===== src/ps2md_pkg.sv =====
package ps2md_pkg;

  // Input beat: a received mouse byte or a read request
  typedef struct packed {
    logic       func;
    logic [7:0] rx_byte;
  } in_item_t;

  // Result beat
  typedef struct packed {
    logic [2:0]        status;
    logic [2:0]        buttons;
    logic signed [7:0] delta_x;
    logic signed [7:0] delta_y;
    logic signed [3:0] wheel_delta;
  } out_item_t;

  // Decoded packet as stored in the ring
  typedef struct packed {
    logic [2:0]        buttons;
    logic signed [7:0] delta_x;
    logic signed [7:0] delta_y;
    logic signed [3:0] wheel_delta;
  } pkt_t;

  typedef enum logic [2:0] {
    ST_PARTIAL  = 3'd0,
    ST_DESYNC   = 3'd1,
    ST_OVERFLOW = 3'd2,
    ST_QFULL    = 3'd3,
    ST_QUEUED   = 3'd4,
    ST_EMPTY    = 3'd5,
    ST_RDPKT    = 3'd6
  } status_t;

  // What the back end has to do with a classified beat
  typedef enum logic [1:0] {
    OP_REPORT = 2'd0,
    OP_PUSH   = 2'd1,
    OP_POP    = 2'd2
  } op_t;

  typedef struct packed {
    op_t     op;
    status_t status;
    pkt_t    pkt;
  } cmd_t;

  // First-byte flag bits
  localparam int unsigned SYNC_BIT     = 3;
  localparam int unsigned OVF_X_BIT    = 6;
  localparam int unsigned OVF_Y_BIT    = 7;

  // Command queue between front and back
  localparam int unsigned CMDQ_DEPTH   = 4;
  localparam int unsigned CMDQ_AW      = 2;
  localparam int unsigned CMDQ_CW      = 3;

endpackage


===== src/ps2md_ram.sv =====
module ps2md_ram import ps2md_pkg::*; #(
  parameter int unsigned WIDTH = 23,
  parameter int unsigned DEPTH = 32
) (
  input  logic                     clk,
  input  logic                     we,
  input  logic [$clog2(DEPTH)-1:0] waddr,
  input  logic [WIDTH-1:0]         wdata,
  input  logic                     re,
  input  logic [$clog2(DEPTH)-1:0] raddr,
  output logic [WIDTH-1:0]         rdata_r
);

  logic [WIDTH-1:0] mem_r [DEPTH];

  // One write port, one registered read port; read data holds without re
  always_ff @(posedge clk) begin
    if (we) begin
      mem_r[waddr] <= wdata;
    end
    if (re) begin
      rdata_r <= mem_r[raddr];
    end
  end

endmodule


===== src/ps2md_front.sv =====
module ps2md_front import ps2md_pkg::*; (
  input  logic     clk,
  input  logic     rst_n,
  input  logic     cfg_wr_en,
  input  logic     cfg_wr_data,
  input  logic     in_valid,
  output logic     in_ready,
  input  in_item_t in_data,
  output logic     cmd_valid,
  input  logic     cmd_ready,
  output cmd_t     cmd
);

  logic       wheel_mode_r;
  logic [1:0] byte_pos_r;
  logic [1:0] byte_pos_nxt;
  logic [7:0] partial_r [3];
  logic       fire;
  logic       store_byte;
  logic [1:0] last_pos;
  logic [7:0] b2;
  logic [7:0] flags;

  assign in_ready  = cmd_ready;
  assign cmd_valid = in_valid;
  assign fire      = in_valid && cmd_ready;
  assign last_pos  = wheel_mode_r ? 2'd3 : 2'd2;
  assign flags     = partial_r[0];
  assign b2        = (byte_pos_r == 2'd2) ? in_data.rx_byte : partial_r[2];

  // Classify the beat and build the packet once the last byte is in
  always_comb begin
    cmd              = '0;
    cmd.op           = OP_REPORT;
    cmd.status       = ST_PARTIAL;
    store_byte       = 1'b0;
    byte_pos_nxt     = byte_pos_r;
    cmd.pkt.buttons     = flags[2:0];
    cmd.pkt.delta_x     = partial_r[1];
    cmd.pkt.delta_y     = 8'd0 - b2;
    cmd.pkt.wheel_delta = wheel_mode_r ? in_data.rx_byte[3:0] : 4'd0;
    if (in_data.func) begin
      cmd.op = OP_POP;
    end else if (byte_pos_r == 2'd0 && !in_data.rx_byte[SYNC_BIT]) begin
      cmd.status = ST_DESYNC;
    end else if (byte_pos_r < last_pos) begin
      store_byte   = 1'b1;
      byte_pos_nxt = byte_pos_r + 2'd1;
    end else begin
      byte_pos_nxt = 2'd0;
      if (flags[OVF_X_BIT] || flags[OVF_Y_BIT]) begin
        cmd.status = ST_OVERFLOW;
      end else begin
        cmd.op     = OP_PUSH;
        cmd.status = ST_QUEUED;
      end
    end
  end

  // Control state
  always_ff @(posedge clk) begin
    if (!rst_n) begin
      wheel_mode_r <= 1'b0;
      byte_pos_r   <= 2'd0;
    end else begin
      if (cfg_wr_en) begin
        wheel_mode_r <= cfg_wr_data;
      end
      if (fire) begin
        byte_pos_r <= byte_pos_nxt;
      end
    end
  end

  // Partial packet bytes
  always_ff @(posedge clk) begin
    if (fire && store_byte) begin
      partial_r[byte_pos_r] <= in_data.rx_byte;
    end
  end

endmodule


===== src/ps2md_cmdq.sv =====
module ps2md_cmdq import ps2md_pkg::*; (
  input  logic clk,
  input  logic rst_n,
  input  logic wr_valid,
  output logic wr_ready,
  input  cmd_t wr_cmd,
  output logic rd_valid,
  input  logic rd_ready,
  output cmd_t rd_cmd
);

  cmd_t               entries_r [CMDQ_DEPTH];
  logic [CMDQ_AW-1:0] head_r;
  logic [CMDQ_AW-1:0] tail_r;
  logic [CMDQ_CW-1:0] count_r;
  logic               push;
  logic               pop;

  assign wr_ready = (count_r != CMDQ_CW'(CMDQ_DEPTH));
  assign rd_valid = (count_r != '0);
  assign rd_cmd   = entries_r[head_r];
  assign push     = wr_valid && wr_ready;
  assign pop      = rd_valid && rd_ready;

  // Pointers and fill count
  always_ff @(posedge clk) begin
    if (!rst_n) begin
      head_r  <= '0;
      tail_r  <= '0;
      count_r <= '0;
    end else begin
      if (push) begin
        tail_r <= tail_r + 1'b1;
      end
      if (pop) begin
        head_r <= head_r + 1'b1;
      end
      if (push && !pop) begin
        count_r <= count_r + 1'b1;
      end else if (pop && !push) begin
        count_r <= count_r - 1'b1;
      end
    end
  end

  always_ff @(posedge clk) begin
    if (push) begin
      entries_r[tail_r] <= wr_cmd;
    end
  end

`ifndef SYNTHESIS
  a_count_bound: assert property (@(posedge clk) disable iff (!rst_n)
    count_r <= CMDQ_CW'(CMDQ_DEPTH))
    else $error("cmdq count above depth");
  a_count_track: assert property (@(posedge clk) disable iff (!rst_n)
    (push && !pop) |=> count_r != '0)
    else $error("cmdq lost a pushed beat");
  a_ptr_gap: assert property (@(posedge clk) disable iff (!rst_n)
    (count_r == '0) |-> head_r == tail_r)
    else $error("cmdq empty with pointer gap");
`endif

endmodule


===== src/ps2md_back.sv =====
module ps2md_back import ps2md_pkg::*; #(
  parameter int unsigned RING_DEPTH = 32
) (
  input  logic      clk,
  input  logic      rst_n,
  input  logic      cmd_valid,
  output logic      cmd_ready,
  input  cmd_t      cmd,
  output logic      out_valid,
  input  logic      out_ready,
  output out_item_t out_data
);

  localparam int unsigned PW = $clog2(RING_DEPTH);

  logic [PW-1:0]         rd_ptr_r;
  logic [PW-1:0]         wr_ptr_r;
  logic [PW-1:0]         rd_inc;
  logic [PW-1:0]         wr_inc;
  logic                  out_valid_r;
  status_t               status_r;
  status_t               status_nxt;
  logic                  adv;
  logic                  we;
  logic                  re;
  logic [$bits(pkt_t)-1:0] rdata;
  pkt_t                  rd_pkt;

  assign cmd_ready = !out_valid_r || out_ready;
  assign adv       = cmd_valid && cmd_ready;
  assign rd_inc    = (rd_ptr_r == PW'(RING_DEPTH - 1)) ? '0 : rd_ptr_r + 1'b1;
  assign wr_inc    = (wr_ptr_r == PW'(RING_DEPTH - 1)) ? '0 : wr_ptr_r + 1'b1;

  // Execute the head command against the ring
  always_comb begin
    status_nxt = cmd.status;
    we         = 1'b0;
    re         = 1'b0;
    case (cmd.op)
      OP_REPORT: status_nxt = cmd.status;
      OP_PUSH: begin
        if (wr_inc == rd_ptr_r) begin
          status_nxt = ST_QFULL;
        end else begin
          status_nxt = ST_QUEUED;
          we         = adv;
        end
      end
      OP_POP: begin
        if (rd_ptr_r == wr_ptr_r) begin
          status_nxt = ST_EMPTY;
        end else begin
          status_nxt = ST_RDPKT;
          re         = adv;
        end
      end
      default: status_nxt = cmd.status;
    endcase
  end

  ps2md_ram #(
    .WIDTH($bits(pkt_t)),
    .DEPTH(RING_DEPTH)
  ) u_ring (
    .clk    (clk),
    .we     (we),
    .waddr  (wr_ptr_r),
    .wdata  (cmd.pkt),
    .re     (re),
    .raddr  (rd_ptr_r),
    .rdata_r(rdata)
  );

  // Ring pointers and output stage
  always_ff @(posedge clk) begin
    if (!rst_n) begin
      rd_ptr_r    <= '0;
      wr_ptr_r    <= '0;
      out_valid_r <= 1'b0;
    end else begin
      if (we) begin
        wr_ptr_r <= wr_inc;
      end
      if (re) begin
        rd_ptr_r <= rd_inc;
      end
      if (adv) begin
        out_valid_r <= 1'b1;
      end else if (out_ready) begin
        out_valid_r <= 1'b0;
      end
    end
  end

  always_ff @(posedge clk) begin
    if (adv) begin
      status_r <= status_nxt;
    end
  end

  // Packet fields only on a successful read
  assign rd_pkt    = pkt_t'(rdata);
  assign out_valid = out_valid_r;
  always_comb begin
    out_data        = '0;
    out_data.status = status_r;
    if (status_r == ST_RDPKT) begin
      out_data.buttons     = rd_pkt.buttons;
      out_data.delta_x     = rd_pkt.delta_x;
      out_data.delta_y     = rd_pkt.delta_y;
      out_data.wheel_delta = rd_pkt.wheel_delta;
    end
  end

`ifndef SYNTHESIS
  a_no_rw_clash: assert property (@(posedge clk) disable iff (!rst_n)
    !(we && re && wr_ptr_r == rd_ptr_r))
    else $error("ring read and write at one slot");
  a_push_not_full: assert property (@(posedge clk) disable iff (!rst_n)
    we |=> wr_ptr_r != rd_ptr_r)
    else $error("ring push filled every slot");
  a_rd_ptr_hold: assert property (@(posedge clk) disable iff (!rst_n)
    !re |=> $stable(rd_ptr_r))
    else $error("read pointer moved without a pop");
  a_ptr_range: assert property (@(posedge clk) disable iff (!rst_n)
    rd_ptr_r <= PW'(RING_DEPTH - 1) && wr_ptr_r <= PW'(RING_DEPTH - 1))
    else $error("ring pointer out of range");
`endif

endmodule


===== src/ps2_mouse_packet_decoder_fifo_unit.sv =====
// PS/2 mouse packet decoder with a packet ring. Each input beat is either a
// byte received from the mouse (func 0) or a request to read one packet
// (func 1); every beat yields exactly one result beat, in order. Bytes are
// gathered into 3-byte packets, or 4-byte packets while wheel_mode is set;
// a first byte without the sync bit is discarded, a packet with an overflow
// bit is dropped, and decoded packets go into a ring of RING_DEPTH slots that
// holds up to RING_DEPTH-1 packets. Throughput is one beat per clock
// sustained in both directions while the output side is not stalled. An
// accepted beat is written into the four-entry command queue; when the back
// end takes it from the head of the queue, the status register and the
// registered read of the ring memory load together to form its result. A
// stalled output holds the back end, and in_ready drops only once the
// command queue is full. wheel_mode is to be written only while idle by
// the user; the block itself does not enforce it.
module ps2_mouse_packet_decoder_fifo_unit import ps2md_pkg::*; #(
  parameter int unsigned RING_DEPTH = 32
) (
  input  logic      clk,
  input  logic      rst_n,
  input  logic      cfg_wr_en,
  input  logic      cfg_wr_data,
  input  logic      in_valid,
  output logic      in_ready,
  input  in_item_t  in_data,
  output logic      out_valid,
  input  logic      out_ready,
  output out_item_t out_data
);

  logic fq_valid;
  logic fq_ready;
  cmd_t fq_cmd;
  logic qb_valid;
  logic qb_ready;
  cmd_t qb_cmd;

  // Byte assembly and classification
  ps2md_front u_front (
    .clk        (clk),
    .rst_n      (rst_n),
    .cfg_wr_en  (cfg_wr_en),
    .cfg_wr_data(cfg_wr_data),
    .in_valid   (in_valid),
    .in_ready   (in_ready),
    .in_data    (in_data),
    .cmd_valid  (fq_valid),
    .cmd_ready  (fq_ready),
    .cmd        (fq_cmd)
  );

  // Decoupling queue
  ps2md_cmdq u_cmdq (
    .clk     (clk),
    .rst_n   (rst_n),
    .wr_valid(fq_valid),
    .wr_ready(fq_ready),
    .wr_cmd  (fq_cmd),
    .rd_valid(qb_valid),
    .rd_ready(qb_ready),
    .rd_cmd  (qb_cmd)
  );

  // Ring push/pop and result register
  ps2md_back #(
    .RING_DEPTH(RING_DEPTH)
  ) u_back (
    .clk      (clk),
    .rst_n    (rst_n),
    .cmd_valid(qb_valid),
    .cmd_ready(qb_ready),
    .cmd      (qb_cmd),
    .out_valid(out_valid),
    .out_ready(out_ready),
    .out_data (out_data)
  );

endmodule


===== config.mk =====
export PLATFORM = sky130hd
export DESIGN_NAME = ps2_mouse_packet_decoder_fifo_unit
export DESIGN_NICKNAME = d
export VERILOG_FILES = /design/src/ps2md_pkg.sv /design/src/ps2md_ram.sv /design/src/ps2md_front.sv /design/src/ps2md_cmdq.sv /design/src/ps2md_back.sv /design/src/ps2_mouse_packet_decoder_fifo_unit.sv
export SDC_FILE = /design/constraint.sdc
export NUM_CORES = 1
export LEC_CHECK = 0
export BUFFER_PORTS_ARGS = -buffer_cell sky130_fd_sc_hd__buf_2
export CORE_AREA = 2 2 269 271
export CTS_CLUSTER_SIZE = 12
export DETAILED_ROUTE_END_ITERATION = 7
export DIE_AREA = 0 0 271 273
export PLACE_DENSITY_LB_ADDON = 0.15
export SLEW_MARGIN = 25
export SYNTH_ARGS = -nofsm -noshare
export SYNTH_HDL_FRONTEND = slang
export SYNTH_SLANG_ARGS = --single-unit

===== constraint.sdc =====
create_clock -name clk -period 11.7 [get_ports clk]
set_clock_uncertainty 0.15 [all_clocks]
set_input_delay 1.17 -clock clk [delete_from_list [all_inputs] [get_ports clk]]
set_output_delay 1.17 -clock clk [all_outputs]
set_load 0.02 [all_outputs]

==> summary.txt <==
Finish
  • Layout filler cell count: about 5200
  • Area growth from synthesis to layout: 12.0%
  • Area occupied by multi-input gates: 0.00774 mm^2
  • Final Net Count: roughly 1700
  • Layout cells sized above 1: a little under 30%
  • Antenna fix cells: 0
  • Area of all sequential standard cells: around 0.027 mm^2

Detailed routing
  • Residual DRC: 0
  • Overall routed net length: roughly 77 mm
  • Number of nets still failing antenna checks after routing: 0
  • Count of vias placed by the detailed router: between 15000 and 20000
  • Initial DRC count: approximately 1400
  • Number of vias per cell after detailed routing: between 5 and 6
  • Average routed wire per standard cell: 29.2 um
  • Routed metal-1 wirelength: roughly 33 mm
  • Pre-antenna DRT Iters: 5
  • Routed length on met2: 37.9 mm
  • Top sig layer: met5
  • Routed length on met3: 5.24 mm

Setup path
  • Critical path's largest stage delay: roughly 780 ps
  • Kind of cell with the highest combined delay on the critical path: simple AND/OR/NAND/NOR gates
  • Worst-path maximum fanout: 37
  • Instance count on the critical path: 11
  • Buffers and inverters on the worst path: 2
  • Startpoint type of the worst setup path: flip-flop
  • End point of the critical path: u_back.u_ring.mem_r[13][3]
  • Category of the most critical setup path: reg -> reg
  • Reg2reg start: u_back.wr_ptr_r[0]
  • Number of cells traversed by the worst register-to-register path: 11
  • Critical path data arrival time: ~4400 ps
  • R2R Path End: u_back.u_ring.mem_r[13][3]
  • Library cell contributing the largest single delay on the critical path: nor3_2
  • Worst-case register-to-register setup slack: between 7000 and 8000 ps
  • CP Capture Type: flip-flop
  • Launching element of the worst setup path: u_back.wr_ptr_r[0]
  • Required time at the worst-slack endpoint: roughly 12000 ps
  • Sequence of cells on the critical path: ha_1, and3_1, ha_1, nor2_1, mux2i_1, xor2_1, a21oi_2, buf_4, nand2_1, nor3_2, buf_4

Timing
  • Final setup violating endpoints: 0
  • Remaining max-slew budget at the tightest pin: roughly 27%
  • Shortest period the worst path allows: 4200 ps
  • Fin. max-slew vios: 0
  • Slew of the pin with the lowest slew margin: 1090 ps
  • Unrepaired setup endpoints after global routing: no
  • Share of the clock period used by the worst path: 35.9%
  • Sum of negative setup slack: 0 ps
  • Achievable clock frequency: 238 MHz
  • Final setup margin: 7500 ps
  • Final Hold Fails: 0

Die
  • CORE AREA: slightly above 0.07 mm^2
  • Area of the die: around 0.074 mm^2
  • Effective utilization at floorplan: around 50%
  • Width of the die: 271 um
  • Die boundary height: around 270 um
  • Top-level I/O count: between 40 and 50
  • Core Rows: between 90 and 100

Logic synthesis
  • Proportion of synthesized chip area in sequential cells: between 70% and 80%
  • Cell count after synthesis: approximately 1500
  • Yosys reg bits: between 900 and 1000
  • Share of synthesized registers carrying an async set or reset: 0%
  • Most frequently used flop master after synthesis: edfxtp_1
  • Number of enable flip-flop cells after synthesis: 891
  • Total standard cell area after synthesis: 0.0354 mm^2
  • Synthesized net count: between 1500 and 2000
  • Mean cell area of the mapped netlist: roughly 23 um^2
  • Number of synthesis warnings: 0
  • Cell variety after synth: 43

Placement
  • Quantity of I/O buffers inserted on ports: 42
  • Global placer's final weighted congestion: 0.810
  • Dpl ws: ~7300 ps
  • Detailed placement HPWL: between 40 and 50 mm

CTS
  • Inserted Clock Buffers: 94
  • Gates resized, CTS repair: 0
  • Clock root buffer: clkbuf_16
  • Buffers inserted during post-CTS setup optimization: 0
  • Clock-pin slew on the worst setup and hold paths: roughly 60 ps
  • Worst-skew pair later-pin latency: roughly 640 ps
  • TritonCTS clock tree: yes
  • Number of buffers on the longest clock path: 3
  • # clock sinks: approximately 910
  • Depth of the CTS H-tree: 3
  • CTS Hold Bufs: 0

Global route
  • All-layer global routing usage: a little over a fifth
  • Remaining Overflow, GRT: 0
  • Maximum number of pins on one net before global-route repair: 64
  • Global-route wire length before repair: around 110 mm
  • Number of antenna violations at the first check in global routing: 5
  • Vias in the first global route: 16314

Power and ir drop
  • Largest vdd supply drop: about 140 uV
  • Lkg Pwr: ~12 nW
  • Post-route total power: 7.82 mW
  • Power density over the cells: around 200 mW/mm^2

Run status
  • Run status: finished clean

Run
  • Max Cap Violations: 0

Worst hold path
  • Class of the worst hold path: reg -> reg
through the flow:
step	area [um^2]	util, %	hold slack (ps)	instances
CTS	39600	55.8	344	2644
global placement	36700	51.8	317	2481
floorplan	35400	-	309	1525
finish	39600	55.8	344	2645
global route	39600	55.8	358	2645
detailed placement	36800	51.8	337	2481
registers in the layout, indices dropped and copies added (netlist names), 2 cells and up, named ones only:
signal / flops
u_cmdq.count_r: 3
u_front.byte_pos_r: 2
u_front.partial_r: 21
u_cmdq.head_r: 2
u_back.rd_ptr_r: 5
u_cmdq.entries_r: 108
u_back.wr_ptr_r: 5
u_back.u_ring.mem_r: 736
u_back.u_ring.rdata_r: 23
u_cmdq.tail_r: 2
u_back.status_r: 3
how the worst min path moves through the flow:
| stage | startpoint | endpoint | slack (ps) | depth (start not counted) |
|---|---|---|---|---|
| 2_1_floorplan | u_front.partial_r[1][0] | u_cmdq.entries_r[0][12] | 310 | 0 |
| 6_report | u_front.partial_r[1][5] | u_cmdq.entries_r[0][17] | 340 | 0 |
| 5_1_grt | u_front.partial_r[1][7] | u_cmdq.entries_r[3][19] | 360 | 0 |
| 3_3_place_gp | u_front.partial_r[1][5] | u_cmdq.entries_r[0][17] | 320 | 0 |
| 3_5_place_dp | u_front.partial_r[1][7] | u_cmdq.entries_r[3][19] | 340 | 0 |
| 4_1_cts | u_front.partial_r[1][5] | u_cmdq.entries_r[0][17] | 340 | 0 |
synth_stat cells, types with 10 or more instances:
library cell / count / area, um^2
edfxtp_1: 891 / 26800
mux4_2: 257 / 5790
clkbuf_1: 38 / 143
and2_1: 36 / 225
and3_1: 34 / 213
dfxtp_1: 23 / 460
mux2_2: 23 / 259
nand2_1: 19 / 71.3
ha_1: 18 / 225
buf_1: 15 / 56.3
mux2i_1: 15 / 150
nor2_1: 15 / 56.3
buf_2: 14 / 70.1
inv_1: 14 / 52.6
nor3_1: 13 / 65.1
xor2_1: 12 / 105
buf_6: 10 / 113
nor2b_1: 10 / 62.6
o21ai_0: 10 / 50.1
cells by family after synthesis:
| group | Yosys count | share of synthesized area, % |
|---|---|---|
| mux | 295 | 17.5 |
| compound gates | 32 | 0.570 |
| simple gates | 151 | 2.43 |
| buf+inv | 93 | 1.27 |
| fa+ha+maj | 19 | 0.694 |
| flops | 914 | 77.0 |
| xor+xnor | 21 | 0.520 |
cell type report:
class | instances | share of cell area, %
Timing Repair Buffer | 86 | 1.42
Sequential cell | 914 | 68.8
Multi-Input combinational cell | 518 | 19.5
Clock buffer | 132 | 6.61
Clock inverter | 31 | 0.528
Tap cell | 950 | 3.00
Inverter | 14 | 0.133
cell usage in the layout, fill, tap and decap left out, types with 15 or more instances in the layout:
cell type	n
dfxtp_1	17
clkbuf_1	30
edfxtp_1	891
nor2_1	15
mux4_2	257
clkinv_1	16
and2_1	36
nand2_1	19
and3_1	28
clkbuf_16	98
mux2i_1	15
buf_4	43
buf_2	42
ha_1	18
mux2_2	23
per-layer routing:
metal  vias up  track usage [%]
li1       6641                -
met1      8580             29.9
met2       537             34.1
met3       105             4.70
met4         6             6.16
met5         -             1.09
worst register-to-register path: cells and delay by family, from the launching register on:
kind / cells / cell delay, ps
AND/OR/NAND/NOR: 4 / 1270
AO/OA/AOI/OAI: 1 / 150
adder cells (fa/ha/maj): 2 / 840
buffers and inverters: 2 / 690
multiplexers: 1 / 200
flip-flops: 1 / 460
XOR/XNOR: 1 / 140
power breakdown:
group | total [mW] | internal (mW) | switching [mW]
clock | 2.77 | 1.59 | 1.18
sequential | 4.11 | 4.05 | 0.0563
combinational | 0.936 | 0.273 | 0.663
(Power assumes the default switching activity.)
